## src/rtl/gcm_pkg.sv

```systemverilog
// Package for the gamepad command mapper: field widths, register indexes,
// lockout slot numbers, plane codes and the pipeline stage record.
// No dependencies.
`default_nettype none

package gcm_pkg;

  // Field and port widths
  localparam int unsigned AXIS_W      = 16;
  localparam int unsigned CFG_W       = 16;
  localparam int unsigned CFG_IDX_W   = 1;
  localparam int unsigned NUM_LOCKS   = 5;
  localparam int unsigned LOCK_IDX_W  = 3;
  localparam int unsigned IN_TDATA_W  = 56;
  localparam int unsigned OUT_TDATA_W = 56;

  // Input tdata bit positions
  localparam int unsigned IN_BTN_A     = 0;
  localparam int unsigned IN_BTN_B     = 1;
  localparam int unsigned IN_BTN_START = 2;
  localparam int unsigned IN_BTN_LB    = 3;
  localparam int unsigned IN_BTN_RB    = 4;
  localparam int unsigned IN_AXIS_RV   = 5;
  localparam int unsigned IN_AXIS_LH   = 21;
  localparam int unsigned IN_AXIS_LV   = 37;

  // Output tdata bit positions
  localparam int unsigned OUT_VEL_X   = 0;
  localparam int unsigned OUT_VEL_Y   = 16;
  localparam int unsigned OUT_VEL_Z   = 32;
  localparam int unsigned OUT_GRIPPER = 48;
  localparam int unsigned OUT_PLANE   = 49;
  localparam int unsigned OUT_LEARN   = 51;
  localparam int unsigned OUT_REQ     = 52;

  // Configuration register indexes
  localparam logic [CFG_IDX_W-1:0] REG_LOCKOUT_TICKS = 1'b0;
  localparam logic [CFG_IDX_W-1:0] REG_VELOCITY_STEP = 1'b1;

  // Register reset values
  localparam logic [CFG_W-1:0] LOCKOUT_TICKS_RST = 16'd400;
  localparam logic [CFG_W-1:0] VELOCITY_STEP_RST = 16'd655;

  // Velocity factor full scale, 1.0 in Q1.15
  localparam logic [AXIS_W-1:0] FACTOR_ONE = 16'h8000;

  // Lockout counter slots
  localparam logic [LOCK_IDX_W-1:0] LOCK_A     = 3'd0;
  localparam logic [LOCK_IDX_W-1:0] LOCK_START = 3'd1;
  localparam logic [LOCK_IDX_W-1:0] LOCK_LB    = 3'd2;
  localparam logic [LOCK_IDX_W-1:0] LOCK_RB    = 3'd3;
  localparam logic [LOCK_IDX_W-1:0] LOCK_B     = 3'd4;

  // Item kind carried in tuser
  typedef enum logic {
    OP_TICK   = 1'b0,
    OP_SAMPLE = 1'b1
  } op_e;

  // Motion plane codes
  typedef enum logic [1:0] {
    PLANE_XY = 2'd0,
    PLANE_YZ = 2'd1,
    PLANE_XZ = 2'd2,
    PLANE_NA = 2'd3
  } plane_e;

  // Record handed from the state update stage to the scaling stage
  typedef struct packed {
    logic [AXIS_W-1:0]        factor;
    logic signed [AXIS_W-1:0] axis_rv;
    logic signed [AXIS_W-1:0] axis_lh;
    logic signed [AXIS_W-1:0] axis_lv;
    logic                     gripper;
    plane_e                   plane;
    logic                     learn;
    logic                     req;
  } mid_t;

endpackage : gcm_pkg

`default_nettype wire

```

## src/rtl/gamepad_command_mapper.sv

```systemverilog
// Gamepad command mapper top level: input register, state update stage and
// velocity scaling stage with an output register. Depends on gcm_pkg.
//
// Usage:
//   The slave stream carries items: tuser[0] says tick (0) or sample (1).
//   A tick counts the five button lockouts down and yields no result. A
//   sample yields one result on the master stream with the three stick axes
//   scaled by the velocity factor and the gripper, plane and learning state.
//   Configuration is a plain write port (lockout ticks, velocity step). The
//   user writes it only while the block holds no item; the block does not
//   enforce this. A sample passes the input register, the update register
//   and the output register with the multiply, in that order.
//   Throughput: one item per cycle while the receiver does not stall; the
//   state update stage is a single pass on the state registers, so
//   back-to-back samples see each other's effect.
//   Reset clears all stages, the lockouts, the factor, gripper and learning
//   state, sets the plane to YZ and loads the register defaults.
//   When the receiver stalls, each stage holds its item and s_axis_tready
//   stays high until the input register too is full; ticks keep draining
//   through the update stage as they need no downstream space.
`default_nettype none

module gamepad_command_mapper (
  input  wire logic                                clk_i,
  input  wire logic                                rst_ni,
  // Configuration write port
  input  wire logic                                cfg_we_i,
  input  wire logic [gcm_pkg::CFG_IDX_W-1:0]       cfg_idx_i,
  input  wire logic [gcm_pkg::CFG_W-1:0]           cfg_wdata_i,
  // Input items
  input  wire logic                                s_axis_tvalid,
  output logic                                     s_axis_tready,
  // tdata: button_a, button_b, button_start, button_lb, button_rb,
  //        axis_right_vertical, axis_left_horizontal, axis_left_vertical, pad
  input  wire logic [gcm_pkg::IN_TDATA_W-1:0]      s_axis_tdata,
  // tuser: op
  input  wire logic [0:0]                          s_axis_tuser,
  // Result items
  output logic                                     m_axis_tvalid,
  input  wire logic                                m_axis_tready,
  // tdata: vel_x, vel_y, vel_z, gripper_closed, motion_plane, learning_on,
  //        learning_request, pad
  output logic [gcm_pkg::OUT_TDATA_W-1:0]          m_axis_tdata
);

  localparam int unsigned AW = gcm_pkg::AXIS_W;
  localparam int unsigned SW = AW + 2;     // signed factor sum width
  localparam int unsigned PW = 2 * AW + 1; // product width

  // Configuration registers
  logic [gcm_pkg::CFG_W-1:0] lockout_ticks_q, velocity_step_q;

  always_ff @(posedge clk_i or negedge rst_ni) begin
    if (!rst_ni) begin
      lockout_ticks_q <= gcm_pkg::LOCKOUT_TICKS_RST;
      velocity_step_q <= gcm_pkg::VELOCITY_STEP_RST;
    end else if (cfg_we_i) begin
      case (cfg_idx_i)
        gcm_pkg::REG_LOCKOUT_TICKS: lockout_ticks_q <= cfg_wdata_i;
        gcm_pkg::REG_VELOCITY_STEP: velocity_step_q <= cfg_wdata_i;
        default: ;
      endcase
    end
  end

  // Handshake chain
  logic s1_valid_q, mid_valid_q, out_valid_q;
  logic s1_op_q;
  logic [gcm_pkg::IN_TDATA_W-1:0] s1_data_q;
  logic out_ready, mid_ready, s1_adv, s1_sample;

  assign out_ready     = !out_valid_q || m_axis_tready;
  assign mid_ready     = !mid_valid_q || out_ready;
  assign s1_sample     = (s1_op_q == gcm_pkg::OP_SAMPLE);
  assign s1_adv        = s1_valid_q && (!s1_sample || mid_ready);
  assign s_axis_tready = !s1_valid_q || s1_adv;

  // Input register
  always_ff @(posedge clk_i or negedge rst_ni) begin
    if (!rst_ni) begin
      s1_valid_q <= 1'b0;
    end else if (s_axis_tready) begin
      s1_valid_q <= s_axis_tvalid;
    end
  end

  always_ff @(posedge clk_i) begin
    if (s_axis_tready && s_axis_tvalid) begin
      s1_op_q   <= s_axis_tuser[0];
      s1_data_q <= s_axis_tdata;
    end
  end

  // State registers
  logic [gcm_pkg::CFG_W-1:0] lock_q [gcm_pkg::NUM_LOCKS];
  logic [gcm_pkg::CFG_W-1:0] lock_d [gcm_pkg::NUM_LOCKS];
  logic [AW-1:0]             factor_q, factor_d;
  logic                      gripper_q, gripper_d;
  logic                      learn_q, learn_d;
  gcm_pkg::plane_e           plane_q, plane_d;

  logic [gcm_pkg::NUM_LOCKS-1:0] press, acc;
  logic signed [SW-1:0]          f_sum;
  gcm_pkg::mid_t                 mid_d, mid_q;

  // Button decode into lockout slot order
  always_comb begin
    press = '0;
    press[gcm_pkg::LOCK_A]     = s1_data_q[gcm_pkg::IN_BTN_A];
    press[gcm_pkg::LOCK_START] = s1_data_q[gcm_pkg::IN_BTN_START];
    press[gcm_pkg::LOCK_LB]    = s1_data_q[gcm_pkg::IN_BTN_LB];
    press[gcm_pkg::LOCK_RB]    = s1_data_q[gcm_pkg::IN_BTN_RB];
    press[gcm_pkg::LOCK_B]     = s1_data_q[gcm_pkg::IN_BTN_B];
  end

  // Lockouts: ticks count down, accepted presses reload
  always_comb begin
    for (int i = 0; i < gcm_pkg::NUM_LOCKS; i++) begin
      acc[i]    = s1_sample && press[i] && (lock_q[i] == '0);
      lock_d[i] = lock_q[i];
      if (s1_adv) begin
        if (!s1_sample) begin
          if (lock_q[i] != '0) lock_d[i] = lock_q[i] - gcm_pkg::CFG_W'(1);
        end else if (acc[i]) begin
          lock_d[i] = lockout_ticks_q;
        end
      end
    end
  end

  // Toggles, plane cycle and saturating factor step
  always_comb begin
    gripper_d = gripper_q;
    learn_d   = learn_q;
    plane_d   = plane_q;
    factor_d  = factor_q;

    f_sum = $signed({2'b00, factor_q});
    if (acc[gcm_pkg::LOCK_RB]) f_sum = f_sum + $signed({2'b00, velocity_step_q});
    if (acc[gcm_pkg::LOCK_LB]) f_sum = f_sum - $signed({2'b00, velocity_step_q});

    if (s1_adv && s1_sample) begin
      if (acc[gcm_pkg::LOCK_A])     gripper_d = !gripper_q;
      if (acc[gcm_pkg::LOCK_START]) learn_d   = !learn_q;
      if (acc[gcm_pkg::LOCK_B]) begin
        case (plane_q)
          gcm_pkg::PLANE_XY: plane_d = gcm_pkg::PLANE_YZ;
          gcm_pkg::PLANE_YZ: plane_d = gcm_pkg::PLANE_XZ;
          gcm_pkg::PLANE_XZ: plane_d = gcm_pkg::PLANE_XY;
          default:           plane_d = plane_q;
        endcase
      end
      if (f_sum > $signed({2'b00, gcm_pkg::FACTOR_ONE})) begin
        factor_d = gcm_pkg::FACTOR_ONE;
      end else if (f_sum[SW-1]) begin
        factor_d = '0;
      end else begin
        factor_d = f_sum[AW-1:0];
      end
    end

    mid_d.factor  = factor_d;
    mid_d.axis_rv = $signed(s1_data_q[gcm_pkg::IN_AXIS_RV +: AW]);
    mid_d.axis_lh = $signed(s1_data_q[gcm_pkg::IN_AXIS_LH +: AW]);
    mid_d.axis_lv = $signed(s1_data_q[gcm_pkg::IN_AXIS_LV +: AW]);
    mid_d.gripper = gripper_d;
    mid_d.plane   = plane_d;
    mid_d.learn   = learn_d;
    mid_d.req     = acc[gcm_pkg::LOCK_START];
  end

  always_ff @(posedge clk_i or negedge rst_ni) begin
    if (!rst_ni) begin
      for (int i = 0; i < gcm_pkg::NUM_LOCKS; i++) lock_q[i] <= '0;
      factor_q  <= '0;
      gripper_q <= 1'b0;
      learn_q   <= 1'b0;
      plane_q   <= gcm_pkg::PLANE_YZ;
    end else begin
      for (int i = 0; i < gcm_pkg::NUM_LOCKS; i++) lock_q[i] <= lock_d[i];
      factor_q  <= factor_d;
      gripper_q <= gripper_d;
      learn_q   <= learn_d;
      plane_q   <= plane_d;
    end
  end

  // Update stage register
  always_ff @(posedge clk_i or negedge rst_ni) begin
    if (!rst_ni) begin
      mid_valid_q <= 1'b0;
    end else if (mid_ready) begin
      mid_valid_q <= s1_adv && s1_sample;
    end
  end

  always_ff @(posedge clk_i) begin
    if (mid_ready && s1_adv && s1_sample) mid_q <= mid_d;
  end

  // Scaling stage: floor(factor * axis / 2^15)
  logic signed [PW-1:0] prod_x, prod_y, prod_z;
  logic [gcm_pkg::OUT_TDATA_W-1:0] out_d, out_data_q;

  always_comb begin
    prod_x = $signed({1'b0, mid_q.factor}) * mid_q.axis_rv;
    prod_y = $signed({1'b0, mid_q.factor}) * mid_q.axis_lh;
    prod_z = $signed({1'b0, mid_q.factor}) * mid_q.axis_lv;
    out_d = '0;
    out_d[gcm_pkg::OUT_VEL_X +: AW] = prod_x[AW+AW-2:AW-1];
    out_d[gcm_pkg::OUT_VEL_Y +: AW] = prod_y[AW+AW-2:AW-1];
    out_d[gcm_pkg::OUT_VEL_Z +: AW] = prod_z[AW+AW-2:AW-1];
    out_d[gcm_pkg::OUT_GRIPPER]     = mid_q.gripper;
    out_d[gcm_pkg::OUT_PLANE +: 2]  = mid_q.plane;
    out_d[gcm_pkg::OUT_LEARN]       = mid_q.learn;
    out_d[gcm_pkg::OUT_REQ]         = mid_q.req;
  end

  // Output register
  always_ff @(posedge clk_i or negedge rst_ni) begin
    if (!rst_ni) begin
      out_valid_q <= 1'b0;
    end else if (out_ready) begin
      out_valid_q <= mid_valid_q;
    end
  end

  always_ff @(posedge clk_i) begin
    if (out_ready && mid_valid_q) out_data_q <= out_d;
  end

  assign m_axis_tvalid = out_valid_q;
  assign m_axis_tdata  = out_data_q;

endmodule : gamepad_command_mapper

`default_nettype wire

```

## config.mk

```make
export PLATFORM = sky130hd
export DESIGN_NAME = gamepad_command_mapper
export DESIGN_NICKNAME = d
export VERILOG_FILES = /design/src/rtl/gcm_pkg.sv /design/src/rtl/gamepad_command_mapper.sv
export SDC_FILE = /design/constraint.sdc
export NUM_CORES = 2
export LEC_CHECK = 0
export BUFFER_PORTS_ARGS = -buffer_cell sky130_fd_sc_hd__buf_2
export CAP_MARGIN = 20
export CORE_MARGIN = 5
export CORE_UTILIZATION = 45
export DETAILED_ROUTE_END_ITERATION = 12
export GPL_ROUTABILITY_DRIVEN = 0
export GPL_TIMING_DRIVEN = 0
export PLACE_DENSITY_LB_ADDON = 0.3
export REMOVE_ABC_BUFFERS = 1
export SYNTH_ARGS = -nofsm -noshare
export SYNTH_HDL_FRONTEND = slang
export SYNTH_SLANG_ARGS = --single-unit
```

## constraint.sdc

```tcl
create_clock -name clk_i -period 8.13 [get_ports clk_i]
set_input_delay 1.626 -clock clk_i [delete_from_list [all_inputs] [get_ports clk_i]]
set_output_delay 1.626 -clock clk_i [all_outputs]
set_load 0.005 [all_outputs]
```

=== After elaboration in Yosys (flattened, before gate mapping) ===
Index checks and enable logic that the tools add are counted.

* Output and inout port bits: 58
* Register bits: 311
* Word-level logic and storage cells: 120

* Reduce and logical (&&, ||, !) cells: 49
* Eq/ne operators: 7
* $add $sub $neg: 7
* Bitwise operators: 1
* Multiplexer cells: 27
* $mul: 3
* Magnitude comparators: 1

{| class="wikitable"
|+ Operators by type and width
! kind !! count
|-
| 16-bit 2-to-1 mux || 18
|-
| 17-bit by 16-bit multiplier with 31-bit output || 3
|-
| 16-bit zero test || 5
|-
| 16-bit nonzero test || 5
|-
| 16-bit by 1-bit subtractor with 16-bit output (second input constant) || 5
|-
| 18-bit by 17-bit greater-than comparator with 1-bit output (second input constant) || 1
|-
| 18-bit 2-to-1 mux || 1
|-
| 18-bit by 17-bit subtractor with 18-bit output || 1
|-
| 16-bit by 16-bit adder with 17-bit output || 1
|-
| 17-bit 2-to-1 mux || 1
|-
| 1-bit logical AND || 16
|-
| 3-bit AND reduction || 5
|-
| 2-bit by 1-bit != test with 1-bit output (second input constant) || 5
|-
| 2-bit nonzero test || 5
|-
| 1-bit zero test || 6
|-
| 2-bit one-hot mux with 3 select lines || 1
|-
| 1-bit logical OR || 4
|-
| 1-bit 2-to-1 mux || 4
|-
| 2-bit 2-to-1 mux || 2
|-
| 2-bit AND reduction || 2
|-
| 2-bit by 1-bit equality test with 1-bit output (second input constant) || 1
|-
| 2-bit equality test (second input constant) || 1
|-
| 2-bit zero test || 1
|-
| 1-bit inverter || 1
|}

=== Depth between registers and ports, before layout ===
* Depth in word-level cells: 8
* Depth in mapped cells: 24

=== Worst setup path after synthesis ===
Ideal clock, no wire load.

* Path kind: register to register
* Start: register mid_q[63] in the netlist's numbering
* End: register out_data_q (netlist bit m_axis_tdata[14]) (data pin)
* Library setup time: 0.279 ns
* Arrival time: 6.066 ns
* Setup slack: 1.785 ns
* Stages on the path, launching flop included: 23
* Cell sequence: edfxtp_1 -> clkbuf_1 -> clkbuf_1 -> nand2_1 -> fa_1 -> fa_1 -> fa_1 -> fa_1 -> inv_1 -> fa_1 -> inv_1 -> fa_1 -> inv_1 -> ha_1 -> nand4_1 -> a211oi_1 -> a2111oi_0 -> a21oi_1 -> o211ai_1 -> nand2_1 -> a21oi_1 -> o21a_1 -> o311ai_0

* Longest elaborated chain between the ends: 1

{| class="wikitable"
|+ RTL lines
! item !! line !! source
|-
| start, declared || gamepad_command_mapper.sv:104 || <nowiki>gcm_pkg::mid_t mid_d, mid_q;</nowiki>
|-
| start signal, assigned || gamepad_command_mapper.sv:198 || <nowiki>if (mid_ready && s1_adv && s1_sample) mid_q <= mid_d;</nowiki>
|-
| 17-bit by 16-bit multiplier with 31-bit output || gamepad_command_mapper.sv:206 || <nowiki>prod_x = $signed({1'b0, mid_q.factor}) * mid_q.axis_rv;</nowiki>
|-
| named net prod_x[29] || gamepad_command_mapper.sv:202 || <nowiki>logic signed [PW-1:0] prod_x, prod_y, prod_z;</nowiki>
|-
| end signal, assigned || gamepad_command_mapper.sv:229 || <nowiki>if (out_ready && mid_valid_q) out_data_q <= out_d;</nowiki>
|-
| end, declared || gamepad_command_mapper.sv:203 || <nowiki>logic [gcm_pkg::OUT_TDATA_W-1:0] out_d, out_data_q;</nowiki>
|}

The timed path passes the listed nets, and every way through them passes these cells.
A chain may end at the register's enable or synchronous reset.

=== Worst setup path in the final report ===
* Start: register mid_q[62] in the netlist's numbering
* End: register out_data_q (netlist bit m_axis_tdata[47]) (data pin)

* Longest elaborated chain between the ends: 1

{| class="wikitable"
|+ RTL lines
! item !! line !! source
|-
| 17-bit by 16-bit multiplier with 31-bit output || gamepad_command_mapper.sv:208 || <nowiki>prod_z = $signed({1'b0, mid_q.factor}) * mid_q.axis_lv;</nowiki>
|-
| named net prod_z[30] || gamepad_command_mapper.sv:202 ||
|}

The timed path passes the listed nets, and every way through them passes these cells.

==> results summary <==
The flow ran to the end, and the final reports show no timing, DRC or antenna violations. The slack of the worst reg-to-reg path is 0.69 ns. In the synthesized netlist, the cells that appear most often are inv_1, fa_1, nand2_1. The relative contribution of sequential cells to total power came out at 22.3%. The clock input transition at the sequential cells of the worst setup and hold paths came out at 0.06 ns.

met2 is the most crowded layer. Summing the sequential cell areas from Yosys gives 22.7% of the chip area. After clock tree synthesis, the repair step resized 0 gates.

Combinational cells account for 62.8% of the total power. Compared with the post-synthesis result, the final layout area differs by 9.89%. STA puts the critical path data required time at 8.42 ns. The worst hold path begins at s1_data_q[9]$_DFFE_PP_. The worst hold path passes through 0 cells. The share of synthesized flip-flops with an asynchronous set or reset came out at 43.4%. The transition at the pin with the smallest max-transition slack came out at 1.03 ns. The pin count of the biggest net entering global routing came out at 87. The cell area reported after detailed placement is 40,700 um2. The worst reg2reg path depth came out at 22. The peak fanout along the critical path is 21. The die covers 90,700 um2.

Net switching is 44.5% of the power. In the global route stage, met1 resource usage came out at 27.6%. The switching power of the nets came out at 5.15 mW. The synthesized design contains 311 register bits.

The type of the tightest min-delay check is register to register. The number of global-route vias before repair is 28,600. The count of unresolved DRC violations after routing came out at 0. Hold repair after CTS inserted 0 buffers. The clock latency reported for the late side of the worst-skew pair came out at 0.59 ns.

Yosys attributes the largest share of cell area to fa_1, edfxtp_1, ha_1. The area of all placed cells without fillers is 41,900 um2. The biggest area contributor in the post-synthesis netlist is fa_1. The die span in y came out at 301 um. The hold violation count in the final report is 0. Cells with a size suffix above 1 make up 7.58% of the layout.

The number of vias per cell is 5.25. The setup TNS came out at 0 ns. Setup repair after global routing left no endpoint under its margin.

The via count of the routed design is 27,000. The routed wirelength normalized by instance count is 17.6 um. The max-capacitance violation count is 0.

The combined global-route utilization of all metal layers came out at 20.6%. The final critical path time including I/O delays and setup came out at 7.44 ns. The mean instance size in the synthesized netlist came out at 9.70 um2. The number of buffer cells added on primary ports came out at 130. The level count of the clock H-tree is 2.

The CTS root buffer is clkbuf_16. The met3 routing resource usage after global routing is 2.45%. The power density of the placed cells is 276 nW/um2.

For this run, global-route usage on met2 was measured as 35.3%. After floorplanning, the core was sized to cover 83,800 um2. Buffers inserted during clock tree synthesis total 40.

Once detail routing completed, the nets flagged for antenna violations numbered 0. The worst register-to-register path ends at m_axis_tdata[47]$_DFFE_PP_. The post-route fraction of the period consumed by the critical path is 91.5%. The leakage power figure came out at 19.8 nW. Among all cell types in the netlist, the one instantiated most often is inv_1. The worst max-slew margin expressed relative to the limit came out at 31.5%. The number of different library cells in the post-synthesis netlist is 72.

The startpoint of the worst register-to-register path is mid_q[62]$_DFFE_PP_. The data arrival time of the worst path is 7.73 ns. The warning count from the yosys run came out at 0.

The count of pins over their slew limit is 0. The number of instances in the synthesized netlist is 3,932. The tree built by TritonCTS fans out to 311 sinks. The critical path is of the register to register type. The routed wire length is 90.7 mm.

The number of antenna violations at the first check in global routing came out at 0. In this run the horizontal extent of the chip is 301 um. Post-CTS timing repair inserted 0 buffers for setup.

The estimated wirelength of the detail-placed design came out at 68.5 mm. The violation count after the first detailed-routing iteration is 1,588. After floorplanning, the core was divided into 106 placement rows. The final setup violation count is 0. The total grt overflow came out at 0.

TritonCTS built the clock tree. The area of the mapped netlist is 38,100 um2. The maximum count of clock buffers along a single path came out at 3. The clock power share came out at 14.9%.

The starting density of the core is 45.5%. VDD sags by at most 371 uV. Yosys mapped a number of flops with a built-in enable equal to 176. In the synthesized netlist the dominant register cell turns out to be edfxtp_1. The cell-internal power came out at 6.42 mW. The top-level port count is 137.

Based on the critical path, the design can be clocked at up to 134 MHz. The net count of the finished layout is 5,001. The first global-routing pass estimated 150 mm of wire.

The total iterations of the first detailed-routing run came out at 6. Across the routed clock network, the largest skew measured is 0.0354 ns. The endpoint of the worst hold path is mid_q[41]$_DFFE_PP_. The element type at the critical path end is a register. The area share of the leading cell type in the synthesized netlist came out at 30.5%. The worst setup path is launched from a register.
-- per-layer routing --
metal	vias to the layer above	share of wire [%]
met2	601	49
met5	-	0
met3	154	4.6
met4	0	3.2
li1	12500	-
met1	13700	44
-- cell usage in the layout, fill, tap and decap left out, drive strengths merged, types with 50 or more instances in the layout --
cell	instances
inv	739
fa	581
nand2	468
ha	362
and2	345
edfxtp	176
buf	174
o21ai	141
a21oi	135
dfrtp	125
nor2	112
nor3	62
xnor2	56
clkbuf	56
nand3	50
-- sequential cells by signal (all words and copies together), names as in the netlist --
register / count
m_axis_tvalid: 1
factor_q: 16
lockout_ticks_q: 16
s1_op_q: 1
gripper_q: 1
s1_data_q: 53
s1_valid_q: 1
mid_q: 69
mid_valid_q: 1
m_axis_tdata: 53
lock_q: 80
plane_q: 2
velocity_step_q: 16
learn_q: 1
-- stage by stage --
stage	util, %	cells	setup slack (ns)	hold slack, ns	total power, mW
after floorplan	-	3763	1.64	0.400	7.79
after global placement	47.2	5027	-2.06	0.401	9.77
after detailed placement	48.5	5070	0.704	0.405	9.91
after CTS	50.0	5144	0.678	0.411	11.7
after global routing	50.0	5145	0.303	0.423	12.8
final	50.0	5146	0.690	0.411	11.6
-- worst max-delay path, cell delays in order, from the launching register on --
cell,delay (ns)
edfxtp_1,0.80
buf_16,0.23
buf_16,0.18
nand2_1,0.10
fa_1,0.57
inv_1,0.06
fa_1,0.49
fa_1,0.57
fa_1,0.43
fa_1,0.49
inv_1,0.05
fa_1,0.47
inv_1,0.06
ha_1,0.32
a21oi_1,0.17
and2_1,0.18
nand3_1,0.08
o21a_1,0.26
a221o_1,0.38
a41oi_1,0.46
o21ai_0,0.18
o41ai_1,0.39
xnor2_1,0.22
-- area by class of cell --
class                           instances  area [um2]
Sequential cell                       311        8680
Multi-Input combinational cell       2719       26100
Tap cell                             1134        1420
Inverter                              733        2750
Clock buffer                           56        1120
Timing Repair Buffer                  174        1760
Fill cell                            7827       41900
Antenna cell                            1        2.50
Clock inverter                         18         124
-- cell families (layout without fill, tap and decap cells) --
logic type,count (synthesis),in the layout,share of synthesized area (%)
xor+xnor,86,86,1.97
buf+inv,904,981,9.00
flops,311,311,22.7
mux,40,40,1.16
simple gates,1189,1189,15.6
other cells,1,4,0.00983
fa+ha+maj,943,943,42.4
compound gates,458,458,7.19
-- power groups by stage --
stage               Clock, mW  Combinational, mW  Sequential (mW)
floorplan                   0               5.26             2.54
CTS                      1.77               7.36             2.58
detailed placement          0               7.30             2.61
global route             1.84               8.36             2.62
global placement            0               7.11             2.66
finish                   1.72               7.27             2.58
-- how the worst max path moves through the flow --
stage	from	end	cells after the start
detailed placement	mid_q[62]$_DFFE_PP_	m_axis_tdata[47]$_DFFE_PP_	22
floorplan	mid_q[63]$_DFFE_PP_	m_axis_tdata[14]$_DFFE_PP_	20
finish	mid_q[62]$_DFFE_PP_	m_axis_tdata[47]$_DFFE_PP_	22
global route	mid_q[62]$_DFFE_PP_	m_axis_tdata[47]$_DFFE_PP_	22
global placement	s1_op_q$_DFFE_PP_	lock_q[47]$_DFFE_PN0P_	7
CTS	mid_q[62]$_DFFE_PP_	m_axis_tdata[47]$_DFFE_PP_	22
Note: power is estimated with default switching activity, not from simulation.
